**config.mk**
```make
export PLATFORM = sky130hd
export DESIGN_NAME = rotational_disk_request_queue_top
export DESIGN_NICKNAME = d
export VERILOG_FILES = /design/src/rtl/core/rdrq_pkg.sv /design/src/rtl/core/rdrq_ram.sv /design/src/rtl/core/rdrq_cfg.sv /design/src/rtl/core/rdrq_seq.sv /design/src/rtl/core/rotational_disk_request_queue_top.sv
export SDC_FILE = /design/constraint.sdc
export NUM_CORES = 2
export LEC_CHECK = 0
export ABC_AREA = 1
export BUFFER_PORTS_ARGS = -buffer_cell sky130_fd_sc_hd__buf_2
export CAP_MARGIN = 20
export CORE_MARGIN = 2
export CORE_UTILIZATION = 61
export CTS_CLUSTER_SIZE = 14
export DETAILED_ROUTE_END_ITERATION = 7
export PLACE_DENSITY_LB_ADDON = 0.12
export SETUP_SLACK_MARGIN = 0.05
export SLEW_MARGIN = 10
export SYNTH_ARGS = -nofsm -noshare
export SYNTH_HDL_FRONTEND = slang
export SYNTH_SLANG_ARGS = --single-unit
```
**constraint.sdc**
```tcl
create_clock -name clk -period 10.7 [get_ports clk]
set_input_delay 0 -clock clk [delete_from_list [all_inputs] [get_ports clk]]
set_output_delay 0 -clock clk [all_outputs]
set_load 0.1 [all_outputs]
```
**src/rtl/core/rdrq_pkg.sv**
```systemverilog
// ----------------------------------------------------------------------------
// Disk request queue package
// Shared widths, codes, entry and result types, and the rotational
// distance function used by the request sequencer.
// ----------------------------------------------------------------------------
package rdrq_pkg;

    localparam int QUEUE_DEPTH = 16;
    localparam int SECTOR_BITS = 12;

    localparam int ADDR_W   = $clog2(QUEUE_DEPTH);
    localparam int CNT_W    = $clog2(QUEUE_DEPTH + 1);
    localparam int PROC_W   = 8;
    localparam int REQ_W    = 8;
    localparam int SC_W     = 13;
    localparam int TPS_W    = 16;
    localparam int WAIT_W   = 28;
    localparam int QCOUNT_W = 5;
    localparam int MODE_W   = 2;
    localparam int PADDR_W  = 3;
    localparam int PDATA_W  = 32;

    // Signed distance wide enough for target - current + sector_count.
    localparam int DIST_W = ((SECTOR_BITS > SC_W) ? SECTOR_BITS : SC_W) + 2;
    localparam int DMAG_W = DIST_W - 1;
    localparam int PROD_W = TPS_W + DMAG_W;

    localparam logic [MODE_W-1:0] MODE_INSERT = 2'd0;
    localparam logic [MODE_W-1:0] MODE_REMOVE = 2'd1;

    localparam logic REG_SECTOR_COUNT    = 1'b0;
    localparam logic REG_TIME_PER_SECTOR = 1'b1;

    localparam logic [SC_W-1:0]  SECTOR_COUNT_RST    = SC_W'(4096);
    localparam logic [TPS_W-1:0] TIME_PER_SECTOR_RST = TPS_W'(1);

    typedef struct packed {
        logic [PROC_W-1:0]      proc;
        logic [REQ_W-1:0]       req;
        logic                   wr;
        logic [SECTOR_BITS-1:0] sec;
    } entry_t;

    localparam int ENTRY_W = $bits(entry_t);

    typedef struct packed {
        logic [SC_W-1:0]  sector_count;
        logic [TPS_W-1:0] time_per_sector;
    } cfg_t;

    typedef struct packed {
        logic                head_valid;
        logic [WAIT_W-1:0]   head_wait;
        logic [PROC_W-1:0]   head_process;
        logic [REQ_W-1:0]    head_request;
        logic                head_is_write;
        logic [QCOUNT_W-1:0] queue_count;
        logic                error;
    } result_t;

    // Forward distance from cur to tgt; a zero or negative step wraps by one track.
    function automatic logic signed [DIST_W-1:0] rot_dist(
        input logic [SECTOR_BITS-1:0] tgt,
        input logic [SECTOR_BITS-1:0] cur,
        input logic [SC_W-1:0]        sc
    );
        logic signed [DIST_W-1:0] d;
        d = $signed(DIST_W'(tgt)) - $signed(DIST_W'(cur));
        if (d <= 0)
        begin
            d = d + $signed(DIST_W'(sc));
        end
        return d;
    endfunction

endpackage

```
**src/rtl/core/rdrq_ram.sv**
```systemverilog
// ----------------------------------------------------------------------------
// Generic RAM
// One write port and one read port with a registered read, no reset.
// ----------------------------------------------------------------------------
module rdrq_ram #(
    parameter int WIDTH = 8,
    parameter int DEPTH = 16
) (
    input  logic                     clk,
    input  logic                     we,
    input  logic [$clog2(DEPTH)-1:0] wr_addr,
    input  logic [WIDTH-1:0]         wr_data,
    input  logic [$clog2(DEPTH)-1:0] rd_addr,
    output logic [WIDTH-1:0]         rd_data
);

    logic [WIDTH-1:0] mem [DEPTH];

    always_ff @(posedge clk)
    begin
        if (we)
        begin
            mem[wr_addr] <= wr_data;
        end
        rd_data <= mem[rd_addr];
    end

endmodule

```
**src/rtl/core/rdrq_cfg.sv**
```systemverilog
// ----------------------------------------------------------------------------
// Disk request queue configuration registers
// APB-style register file holding sector count and time per sector.
// ----------------------------------------------------------------------------
module rdrq_cfg (
    input  logic                   clk,
    input  logic                   rst_n,
    input  logic                   psel,
    input  logic                   penable,
    input  logic                   pwrite,
    input  logic [rdrq_pkg::PADDR_W-1:0] paddr,
    input  logic [rdrq_pkg::PDATA_W-1:0] pwdata,
    output logic [rdrq_pkg::PDATA_W-1:0] prdata,
    output logic                   pready,
    output rdrq_pkg::cfg_t         cfg
);
    import rdrq_pkg::*;

    logic [SC_W-1:0]  sector_count_reg;
    logic [TPS_W-1:0] time_per_sector_reg;
    logic             wr_en;
    logic             reg_sel;

    assign pready  = 1'b1;
    assign wr_en   = psel & penable & pwrite;
    assign reg_sel = paddr[2];

    always_ff @(posedge clk or negedge rst_n)
    begin
        if (!rst_n)
        begin
            sector_count_reg    <= SECTOR_COUNT_RST;
            time_per_sector_reg <= TIME_PER_SECTOR_RST;
        end
        else if (wr_en)
        begin
            unique case (reg_sel)
                REG_SECTOR_COUNT:    sector_count_reg    <= pwdata[SC_W-1:0];
                REG_TIME_PER_SECTOR: time_per_sector_reg <= pwdata[TPS_W-1:0];
                default:             ;
            endcase
        end
    end

    always_comb
    begin
        unique case (reg_sel)
            REG_SECTOR_COUNT:    prdata = PDATA_W'(sector_count_reg);
            REG_TIME_PER_SECTOR: prdata = PDATA_W'(time_per_sector_reg);
            default:             prdata = '0;
        endcase
    end

    assign cfg.sector_count    = sector_count_reg;
    assign cfg.time_per_sector = time_per_sector_reg;

endmodule

```
**src/rtl/core/rdrq_seq.sv**
```systemverilog
// ----------------------------------------------------------------------------
// Disk request queue sequencer
// Sweeps the request table RAM to insert or pop, reads the head and
// computes its rotational wait into the result register.
// ----------------------------------------------------------------------------
module rdrq_seq (
    input  logic                              clk,
    input  logic                              rst_n,
    input  rdrq_pkg::cfg_t                    cfg,
    input  logic                              in_valid,
    output logic                              in_ready,
    input  logic [rdrq_pkg::MODE_W-1:0]       mode,
    input  logic [rdrq_pkg::PROC_W-1:0]       process_id,
    input  logic [rdrq_pkg::REQ_W-1:0]        request_id,
    input  logic                              is_write,
    input  logic [rdrq_pkg::SECTOR_BITS-1:0]  sector,
    output logic                              out_valid,
    input  logic                              out_ready,
    output rdrq_pkg::result_t                 result
);
    import rdrq_pkg::*;

    localparam logic [2:0] S_IDLE = 3'd0;
    localparam logic [2:0] S_INS  = 3'd1;
    localparam logic [2:0] S_REM  = 3'd2;
    localparam logic [2:0] S_HEAD = 3'd3;
    localparam logic [2:0] S_HDAT = 3'd4;
    localparam logic [2:0] S_MUL  = 3'd5;

    logic [2:0]                state_reg, state_next;
    logic [CNT_W-1:0]          k_reg, k_next;
    logic [CNT_W-1:0]          count_reg, count_next;
    logic [SECTOR_BITS-1:0]    cur_reg, cur_next;
    logic                      err_reg, err_next;
    logic                      placed_reg, placed_next;
    entry_t                    new_reg, new_next;
    entry_t                    hold_reg, hold_next;
    entry_t                    hd_reg, hd_next;
    logic signed [DIST_W-1:0]  dn_reg, dn_next;
    logic [DMAG_W-1:0]         dpos_reg, dpos_next;
    logic                      out_valid_reg, out_valid_next;
    result_t                   res_reg, res_next;

    logic                      we;
    logic [ADDR_W-1:0]         wr_addr;
    entry_t                    wr_data;
    logic [ADDR_W-1:0]         rd_addr;
    entry_t                    rd_data;
    logic [ENTRY_W-1:0]        rd_bits;

    logic [CNT_W-1:0]          j;
    logic signed [DIST_W-1:0]  dist_rd;
    logic [PROD_W-1:0]         prod;
    logic [WAIT_W-1:0]         wait_sat;
    logic                      accept;
    logic                      load_out;

    rdrq_ram #(
        .WIDTH (ENTRY_W),
        .DEPTH (QUEUE_DEPTH)
    ) u_table (
        .clk     (clk),
        .we      (we),
        .wr_addr (wr_addr),
        .wr_data (wr_data),
        .rd_addr (rd_addr),
        .rd_data (rd_bits)
    );

    assign rd_data  = entry_t'(rd_bits);
    assign j        = k_reg - CNT_W'(1);
    assign dist_rd  = rot_dist(rd_data.sec, cur_reg, cfg.sector_count);
    assign prod     = PROD_W'(cfg.time_per_sector) * PROD_W'(dpos_reg);
    assign wait_sat = (|prod[PROD_W-1:WAIT_W]) ? {WAIT_W{1'b1}} : prod[WAIT_W-1:0];
    assign in_ready = (state_reg == S_IDLE);
    assign accept   = in_valid & in_ready;
    assign load_out = (state_reg == S_MUL) & (~out_valid_reg | out_ready);

    always_comb
    begin
        state_next  = state_reg;
        k_next      = k_reg;
        count_next  = count_reg;
        cur_next    = cur_reg;
        err_next    = err_reg;
        placed_next = placed_reg;
        new_next    = new_reg;
        hold_next   = hold_reg;
        hd_next     = hd_reg;
        dn_next     = dn_reg;
        dpos_next   = dpos_reg;
        res_next    = res_reg;
        we          = 1'b0;
        wr_addr     = j[ADDR_W-1:0];
        wr_data     = placed_reg ? hold_reg : new_reg;
        rd_addr     = k_reg[ADDR_W-1:0];
        out_valid_next = out_valid_reg & ~out_ready;

        unique case (state_reg)
            S_IDLE:
            begin
                if (accept)
                begin
                    k_next        = '0;
                    placed_next   = 1'b0;
                    err_next      = 1'b0;
                    new_next.proc = process_id;
                    new_next.req  = request_id;
                    new_next.wr   = is_write;
                    new_next.sec  = sector;
                    dn_next       = rot_dist(sector, cur_reg, cfg.sector_count);
                    priority if (mode == MODE_INSERT)
                    begin
                        if (count_reg >= CNT_W'(QUEUE_DEPTH))
                        begin
                            err_next   = 1'b1;
                            state_next = S_HEAD;
                        end
                        else
                        begin
                            state_next = S_INS;
                        end
                    end
                    else if (mode == MODE_REMOVE)
                    begin
                        if (count_reg == '0)
                        begin
                            err_next   = 1'b1;
                            state_next = S_HEAD;
                        end
                        else
                        begin
                            state_next = S_REM;
                        end
                    end
                    else
                    begin
                        state_next = S_HEAD;
                    end
                end
            end

            // Read entry k while entry k-1 is decided and written back.
            S_INS:
            begin
                k_next = k_reg + CNT_W'(1);
                if (k_reg != '0)
                begin
                    if (j == count_reg)
                    begin
                        we         = 1'b1;
                        count_next = count_reg + CNT_W'(1);
                        state_next = S_HEAD;
                    end
                    else if (placed_reg || (dist_rd > dn_reg))
                    begin
                        we          = 1'b1;
                        hold_next   = rd_data;
                        placed_next = 1'b1;
                    end
                end
            end

            // Entry 0 moves the head position; every later entry moves down one slot.
            S_REM:
            begin
                k_next = k_reg + CNT_W'(1);
                if (k_reg != '0)
                begin
                    if (j == '0)
                    begin
                        cur_next = rd_data.sec;
                    end
                    else
                    begin
                        we      = 1'b1;
                        wr_addr = ADDR_W'(j - CNT_W'(1));
                        wr_data = rd_data;
                    end
                    if (j == count_reg - CNT_W'(1))
                    begin
                        count_next = count_reg - CNT_W'(1);
                        state_next = S_HEAD;
                    end
                end
            end

            S_HEAD:
            begin
                rd_addr    = '0;
                state_next = S_HDAT;
            end

            S_HDAT:
            begin
                hd_next    = rd_data;
                dpos_next  = (dist_rd > 0) ? dist_rd[DMAG_W-1:0] : '0;
                state_next = S_MUL;
            end

            S_MUL:
            begin
                if (load_out)
                begin
                    out_valid_next         = 1'b1;
                    res_next.queue_count   = QCOUNT_W'(count_reg);
                    res_next.error         = err_reg;
                    if (count_reg != '0)
                    begin
                        res_next.head_valid    = 1'b1;
                        res_next.head_wait     = wait_sat;
                        res_next.head_process  = hd_reg.proc;
                        res_next.head_request  = hd_reg.req;
                        res_next.head_is_write = hd_reg.wr;
                    end
                    else
                    begin
                        res_next.head_valid    = 1'b0;
                        res_next.head_wait     = '0;
                        res_next.head_process  = '0;
                        res_next.head_request  = '0;
                        res_next.head_is_write = 1'b0;
                    end
                    state_next = S_IDLE;
                end
            end

            default:
            begin
                state_next = S_IDLE;
            end
        endcase
    end

    always_ff @(posedge clk or negedge rst_n)
    begin
        if (!rst_n)
        begin
            state_reg     <= S_IDLE;
            count_reg     <= '0;
            cur_reg       <= '0;
            out_valid_reg <= 1'b0;
        end
        else
        begin
            state_reg     <= state_next;
            count_reg     <= count_next;
            cur_reg       <= cur_next;
            out_valid_reg <= out_valid_next;
        end
    end

    always_ff @(posedge clk)
    begin
        k_reg      <= k_next;
        err_reg    <= err_next;
        placed_reg <= placed_next;
        new_reg    <= new_next;
        hold_reg   <= hold_next;
        hd_reg     <= hd_next;
        dn_reg     <= dn_next;
        dpos_reg   <= dpos_next;
        res_reg    <= res_next;
    end

    assign out_valid = out_valid_reg;
    assign result    = res_reg;

endmodule

```
**src/rtl/core/rotational_disk_request_queue_top.sv**
```systemverilog
// ----------------------------------------------------------------------------
// Rotational disk request queue
// Shortest rotational latency first scheduler over a 16-entry request table.
//
//   Port group    Handshake                   Contents
//   ----------    -------------------------   --------------------------------
//   apb           psel/penable/pwrite/pready  sector_count, time_per_sector
//   request in    in_valid/in_ready           mode, ids, is_write, sector
//   result out    out_valid/out_ready         head fields, count, error
//
// One transaction is in work at a time; the table RAM is swept one entry
// per cycle. An insert or remove that is not refused first sweeps the table;
// the head is then read, its wait computed and the result register loaded once free.
// The next transaction is accepted while a result still waits on out_ready.
// Reset empties the queue and sets the head position to sector 0.
// ----------------------------------------------------------------------------
module rotational_disk_request_queue_top (
    input  logic                              clk,
    input  logic                              rst_n,
    input  logic                              psel,
    input  logic                              penable,
    input  logic                              pwrite,
    input  logic [rdrq_pkg::PADDR_W-1:0]      paddr,
    input  logic [rdrq_pkg::PDATA_W-1:0]      pwdata,
    output logic [rdrq_pkg::PDATA_W-1:0]      prdata,
    output logic                              pready,
    input  logic                              in_valid,
    output logic                              in_ready,
    input  logic [rdrq_pkg::MODE_W-1:0]       mode,
    input  logic [rdrq_pkg::PROC_W-1:0]       process_id,
    input  logic [rdrq_pkg::REQ_W-1:0]        request_id,
    input  logic                              is_write,
    input  logic [rdrq_pkg::SECTOR_BITS-1:0]  sector,
    output logic                              out_valid,
    input  logic                              out_ready,
    output logic                              head_valid,
    output logic [rdrq_pkg::WAIT_W-1:0]       head_wait,
    output logic [rdrq_pkg::PROC_W-1:0]       head_process,
    output logic [rdrq_pkg::REQ_W-1:0]        head_request,
    output logic                              head_is_write,
    output logic [rdrq_pkg::QCOUNT_W-1:0]     queue_count,
    output logic                              error
);
    import rdrq_pkg::*;

    cfg_t    cfg;
    result_t result;

    rdrq_cfg u_cfg (
        .clk     (clk),
        .rst_n   (rst_n),
        .psel    (psel),
        .penable (penable),
        .pwrite  (pwrite),
        .paddr   (paddr),
        .pwdata  (pwdata),
        .prdata  (prdata),
        .pready  (pready),
        .cfg     (cfg)
    );

    rdrq_seq u_seq (
        .clk        (clk),
        .rst_n      (rst_n),
        .cfg        (cfg),
        .in_valid   (in_valid),
        .in_ready   (in_ready),
        .mode       (mode),
        .process_id (process_id),
        .request_id (request_id),
        .is_write   (is_write),
        .sector     (sector),
        .out_valid  (out_valid),
        .out_ready  (out_ready),
        .result     (result)
    );

    assign head_valid    = result.head_valid;
    assign head_wait     = result.head_wait;
    assign head_process  = result.head_process;
    assign head_request  = result.head_request;
    assign head_is_write = result.head_is_write;
    assign queue_count   = result.queue_count;
    assign error         = result.error;

endmodule
```
### Word-level counts from Yosys, hierarchy flattened

Memory sizes are Yosys's and may differ from the RTL's. A register that Yosys moved wholly into a read port is not among the register bits.
Cells that the tools add are included.
Widths: inputs -> output; s select.

* register bits: 213
* RAM bits: 464
* output and inout bits: 87
* logic and storage cells: 143
* memories: 1

* add/subtract/negate cells: 9
* $mul: 1
* magnitude comparators: 5
* equal/unequal tests: 16
* multiplexer cells: 50
* bitwise logic cells: 10
* reductions and logical operators: 22

Memories
* u_seq.u_table.mem: words 16, width 29, read ports 1, clocked after Yosys merged registers in 1, write ports 1, line rdrq_ram.sv:17 `logic [WIDTH-1:0] mem [DEPTH];`

Operator list (number)
* $mux 29: 4
* $pmux 32 s2: 1
* $mux 46: 1
* $add 13x14->15: 2
* $mul 16x14->30: 1
* $mux 15: 2
* $mux 28: 1
* $le 13x1->1 const B: 2
* $sub 12x12->13: 2
* $mux 5: 5
* $mux 3: 7
* $pmux 5 s2: 2
* $mux 1: 19
* $pmux 3 s6: 1
* $mux 4: 4
* $gt 15x1->1 const B: 1
* $gt 15x15->1: 1
* $ne 2x1->1 const B: 6
* $add 5x1->5 const B: 2
* $eq 5x5->1: 2
* $logic_not 5->1: 2
* $reduce_and 2->1: 5
* $reduce_and 5->1: 2
* $reduce_bool 5->1: 2
* 21 further kinds: 36

### Logic depth before layout (Yosys ltp)

* depth after elaboration: 11
* mapped depth: 31
* gate-level depth less buffers: 30

### Modules after synthesis

From an unflattened synthesis, not the netlist that was laid out.

* cell total of the unflattened synthesis: 4311
* area, all modules: 40510.1 um2

Modules (own cells, without submodules)
* rdrq_ram: instances 1, cells an instance 1924, area each 20591.0 um2, sequential area each 14513.9 um2
* rdrq_seq: instances 1, cells an instance 2190, area each 18427.7 um2, sequential area each 5420.2 um2
* rdrq_cfg: instances 1, cells an instance 197, area each 1491.4 um2, sequential area each 728.2 um2

### Worst setup path after synthesis

No wires, ideal clock.

* kind: register to register
* from: register u_seq.cur_reg[0]
* to: register u_seq.hold_reg[0] (netlist bit), enable pin
* library setup time: 0.451 ns
* arrival: 5.717 ns
* data required time: 10.249 ns
* setup slack: 4.532 ns
* stages on the path, launching flop included: 29
* path buffers: 0
* period minus slack after synthesis: 6.168 ns
* cell sequence: dfrtp_1 > ha_1 > fa_1 > inv_1 > nand2_1 > nand2_1 > nand3_1 > nand2_1 > nand2_1 > nand2_2 > inv_1 > ha_1 > nand2_1 > nor2_1 > nand3_1 > nand3_1 > nand3_1 > nand2_1 > a21oi_1 > or2_2 > nand3_1 > inv_1 > ha_1 > nand2_1 > o31ai_1 > o21ai_0 > nand2_1 > nand2_1 > nor3_1

* word-level cells in the longest chain between the ends: 6
* elaborated cells between the ends (all ways): 7

Ends and longest elaborated chain
* start, declared: line rdrq_seq.sv:33 `logic [SECTOR_BITS-1:0] cur_reg, cur_next;`
* start signal, assigned: line rdrq_seq.sv:248 `cur_reg <= cur_next;`
* $sub 12x12->13 (*): line rdrq_pkg.sv:68 `d = $signed(DIST_W'(tgt)) - $signed(DIST_W'(cur));`
* $add 13x14->15 / $le 13x1->1 (equally long branches): line rdrq_pkg.sv:71, rdrq_pkg.sv:69
* $mux 15 (*): line rdrq_pkg.sv:69 `if (d <= 0)`
* $gt 15x15->1 (*): line rdrq_seq.sv:155 `else if (placed_reg || (dist_rd > dn_reg))`
* $logic_or 1x1->1 (*): line rdrq_seq.sv:155
* $reduce_and 4->1 (no source line) (*)
* end signal, assigned: line rdrq_seq.sv:259 `hold_reg <= hold_next;`
* end, declared: line rdrq_seq.sv:37 `entry_t hold_reg, hold_next;`

Every way passes the cells marked *; elsewhere a longest branch is shown, timed or not.
A chain may end at the register's enable or synchronous reset.

### Final worst setup path

* from: register u_cfg.time_per_sector_reg[11]
* to: register u_seq.res_reg (netlist bit u_seq.result[50]) (data pin)

* word-level cells in the longest chain between the ends: 3

Ends and longest elaborated chain
* start, declared: line rdrq_cfg.sv:20 `logic [TPS_W-1:0] time_per_sector_reg;`
* start signal, assigned: line rdrq_cfg.sv:39 `REG_TIME_PER_SECTOR: time_per_sector_reg <= pwdata[TPS_W-1:0];`
* $mul 16x14->30 (*): line rdrq_seq.sv:73 `assign prod = PROD_W'(cfg.time_per_sector) * PROD_W'(dpos_reg);`
* $reduce_or 2->1: line rdrq_seq.sv:74 `assign wait_sat = (|prod[PROD_W-1:WAIT_W]) ? {WAIT_W{1'b1}} : prod[WAIT_W-1:0];`
* $mux 28 (*): line rdrq_seq.sv:74
* end signal, assigned: line rdrq_seq.sv:263 `res_reg <= res_next;`
* end, declared: line rdrq_seq.sv:42 `result_t res_reg, res_next;`

Marks and branches as above.

==> results.md <==
- Fillers: between 4,000 and 5,000
- Sequential share of the synthesized area: between 50 and 60%
- Max cap viols: 0
- Cts repair resizes: 0
- Post-Synth Adder-Cell Area: 14.1%
- Rel. slew slack: 25.2%
- Met3 Use GR: between 4 and 5%
- Area growth syn-to-layout: 11.9%
- Post-Route WL: 98.6 mm
- GP Congestion: 0.940
- Highest Clock Rate: 147 MHz
- Final Hold Viols: 0
- EDFF count, synth: 627
- Met2 usage in global routing: 51.3%
- Arrival @ worst endpoint: 7150 ps
- Global Route Usage Sum: 30.1%
- Gate Count Post-Synth: 3,829
- Synth Area in XOR/XNOR: under 10%
- Initial DRC count: 2,611
- Post-route DRC: 0
- Worst-path fanout max: 22
- CTS tree: yes
- Port bufs: 124
- Max clock buf depth: 3
- Largest reg by FF count: u_seq.u_table.mem
- Main synth FF type: edfxtp_1
- Met1 GRT Util: 38.5%
- Synthesized area: 0.0388 mm²
- Post-route setup TNS: 0 ps
- First-pass GRT wire length: 151 mm
- Hold-critical path depth: 2
- Root Driver: clkbuf_16
- Post-synth ARST share: 7.08%
- Vias/cell: 5.69
- Measured slew at the worst slew-check pin: about 1100 ps
- Clk slew on worst S/H paths: 60 ps
- Synthesis-stage register bit count: 706
- Most frequent cells after synthesis: nand2_1 (692), edfxtp_1 (627), nor2_1 (601)
- Final #Nets: between 4,000 and 5,000
- First-pass iteration count of the detailed router: 6
- Synth Area in Compound Gates: 7.75%
- Yosys Warn Count: 0
- Cell taking the most area after synthesis: edfxtp_1
- Post CTS Setup Buffer Count: 0
- Max FFs per register: 464
- Global route hottest layer: met2
- Initial antenna violation count: 1
- Largest family of logic cells by synthesized area: simple AND/OR/NAND/NOR gates
- Pre-CTS setup slack: 3560 ps
- RSZ-0062 raised after global routing: false
- R2R cell count: 23
- Row cnt: 92
- Avg Inst Size Synth: between 10 and 15 µm²
- Crit Path Category: reg2reg
- Setup violations, final: 0
- Clk Latency, worst-skew pair: 650 ps
- Post-route design area: 0.0434 mm²
- Status: finished, final reports clean
- Final worst slack: 3910 ps
- Via count: 27,700
- Largest net degree at the start of global routing: 138
- Layout Skew: 36.8 ps
- Via count of the first global-routing pass: 26,900
- Simple-Gate Fraction of Synth Area: 16.0%
- Critical Path RT: around 11,000 ps
- Dpl hpwl: ~59 mm
- Top post-synthesis cells by area: edfxtp_1 (49%), fa_1 (8.7%), nand2_1 (6.7%)
- Layout cells sized above 1: a little under a tenth
- Placeable Area: 0.0630 mm²
- I/O pin count: 160
- Final worst path period need: between 6000 and 7000 ps
- CP Launch Type: flip-flop
- Grt total ovfl: 0
- Endpoint class of the critical path: flip-flop
- Antenna-violating nets left: 0
- Mux contribution to synthesized area: less than 1%
- H-tree depth: 3
- Multi-input logic area: 0.0157 mm²
- Routed WL per cell: 20.3 µm
- Register Area: 0.0207 mm²
- Initial core utilization: between 60 and 70%
- Placement Cell Area: 0.0402 mm²
- Die area: 0.0656 mm²
- Dominant cell by count in the synthesized netlist: nand2_1
- Yosys cell types: between 60 and 70
- Die H: 256 µm
- Period utilization: 63.5%
- Max-slew violation count: 0
- Die width: 256 µm
- Area share of the largest cell type after synthesis: 48.5%
- Total CTS buffers: 74
- Hold Crit Class: in2reg
- # clock sinks: 706
final timing paths:
check | slack, ps | start | end
max | 3910 | u_cfg.time_per_sector_reg[11] | u_seq.result[50]
min | 60 | is_write | u_seq.new_reg[12]
max reg2reg | 3910 | u_cfg.time_per_sector_reg[11] | u_seq.result[50]
min reg2reg | 430 | u_seq.err_reg | u_seq.result[0]
max in group asynchronous | 10110 | rst_n | u_seq.cur_reg[7]
min in group asynchronous | 80 | rst_n | u_cfg.time_per_sector_reg[14]
stage by stage:
stage          util, %  cells  hold slack, ps
2_1_floorplan        -   3844            -296
3_3_place_gp      63.8   4651             178
3_5_place_dp      63.9   4657             178
4_1_cts           68.7   4846            33.6
5_1_grt           69.0   4862            58.9
6_report          69.0   4863            63.0
cells by family after synthesis:
logic type | count (synthesis)
compound gates | 484
xor+xnor | 76
fa+ha+maj | 336
buf+inv | 696
flops | 706
mux | 3
other cells | 2
simple gates | 1526
metal layers:
| metal | part of all wire [%] | vias to the layer above |
|---|---|---|
| met5 | 0 | - |
| met4 | 4.6 | 0 |
| met3 | 7.6 | 267 |
| met2 | 50 | 1179 |
| met1 | 38 | 13300 |
| li1 | - | 13000 |
layout make-up:
class                      count  area share, %
sequential                   706           47.6
multi-input combinational   2442           36.1
clock buffer                  99           4.64
inverter                     491           4.27
timing repair buffer         241           3.78
tap                          846           2.44
clock inverter                37           1.14
antenna                        1        0.00576
cell usage in the layout (no fill, tap or decap), drive strengths merged, types with 6 or more instances in the layout:
cell,Yosys,final
a21oi,90,90
a31oi,37,37
buf,48,176
bufinv,0,7
clkbuf,157,111
clkinv,1,28
conb,2,17
dfrtp,48,48
dfxtp,29,29
dlygate4sd3,0,53
edfxtp,627,627
fa,169,169
ha,167,167
inv,490,491
nand2,706,706
nand3,153,153
nand3b,9,9
nand4,17,17
nor2,615,615
nor3,11,11
o211ai,6,6
o21ai,210,210
o311ai,116,116
or2,6,6
xnor2,30,30
xor2,46,46
repair_timing:
action                                 4_1_cts  5_1_grt
endpoints found under the hold margin      119        0
hold buffers                                53        0
setup endpoints to repair                    0        0
critical path, stage by stage (launching register included):
cell	delay (ps)
dfrtp_1	880
nand2_1	170
fa_1	570
inv_1	50
fa_1	460
fa_1	500
fa_1	540
inv_1	50
fa_1	460
fa_1	520
inv_1	50
ha_1	360
a21oi_1	330
o21ai_1	90
inv_1	80
o21ai_1	60
nand2_1	60
nand4_1	170
a31oi_1	270
xor2_2	340
buf_6	250
nand2_1	80
nor2_1	110
nor2_1	40
Power is left out: the tool's default activity adds up to more than one toggle a clock period on the data nets, which glitch-free logic cannot reach.
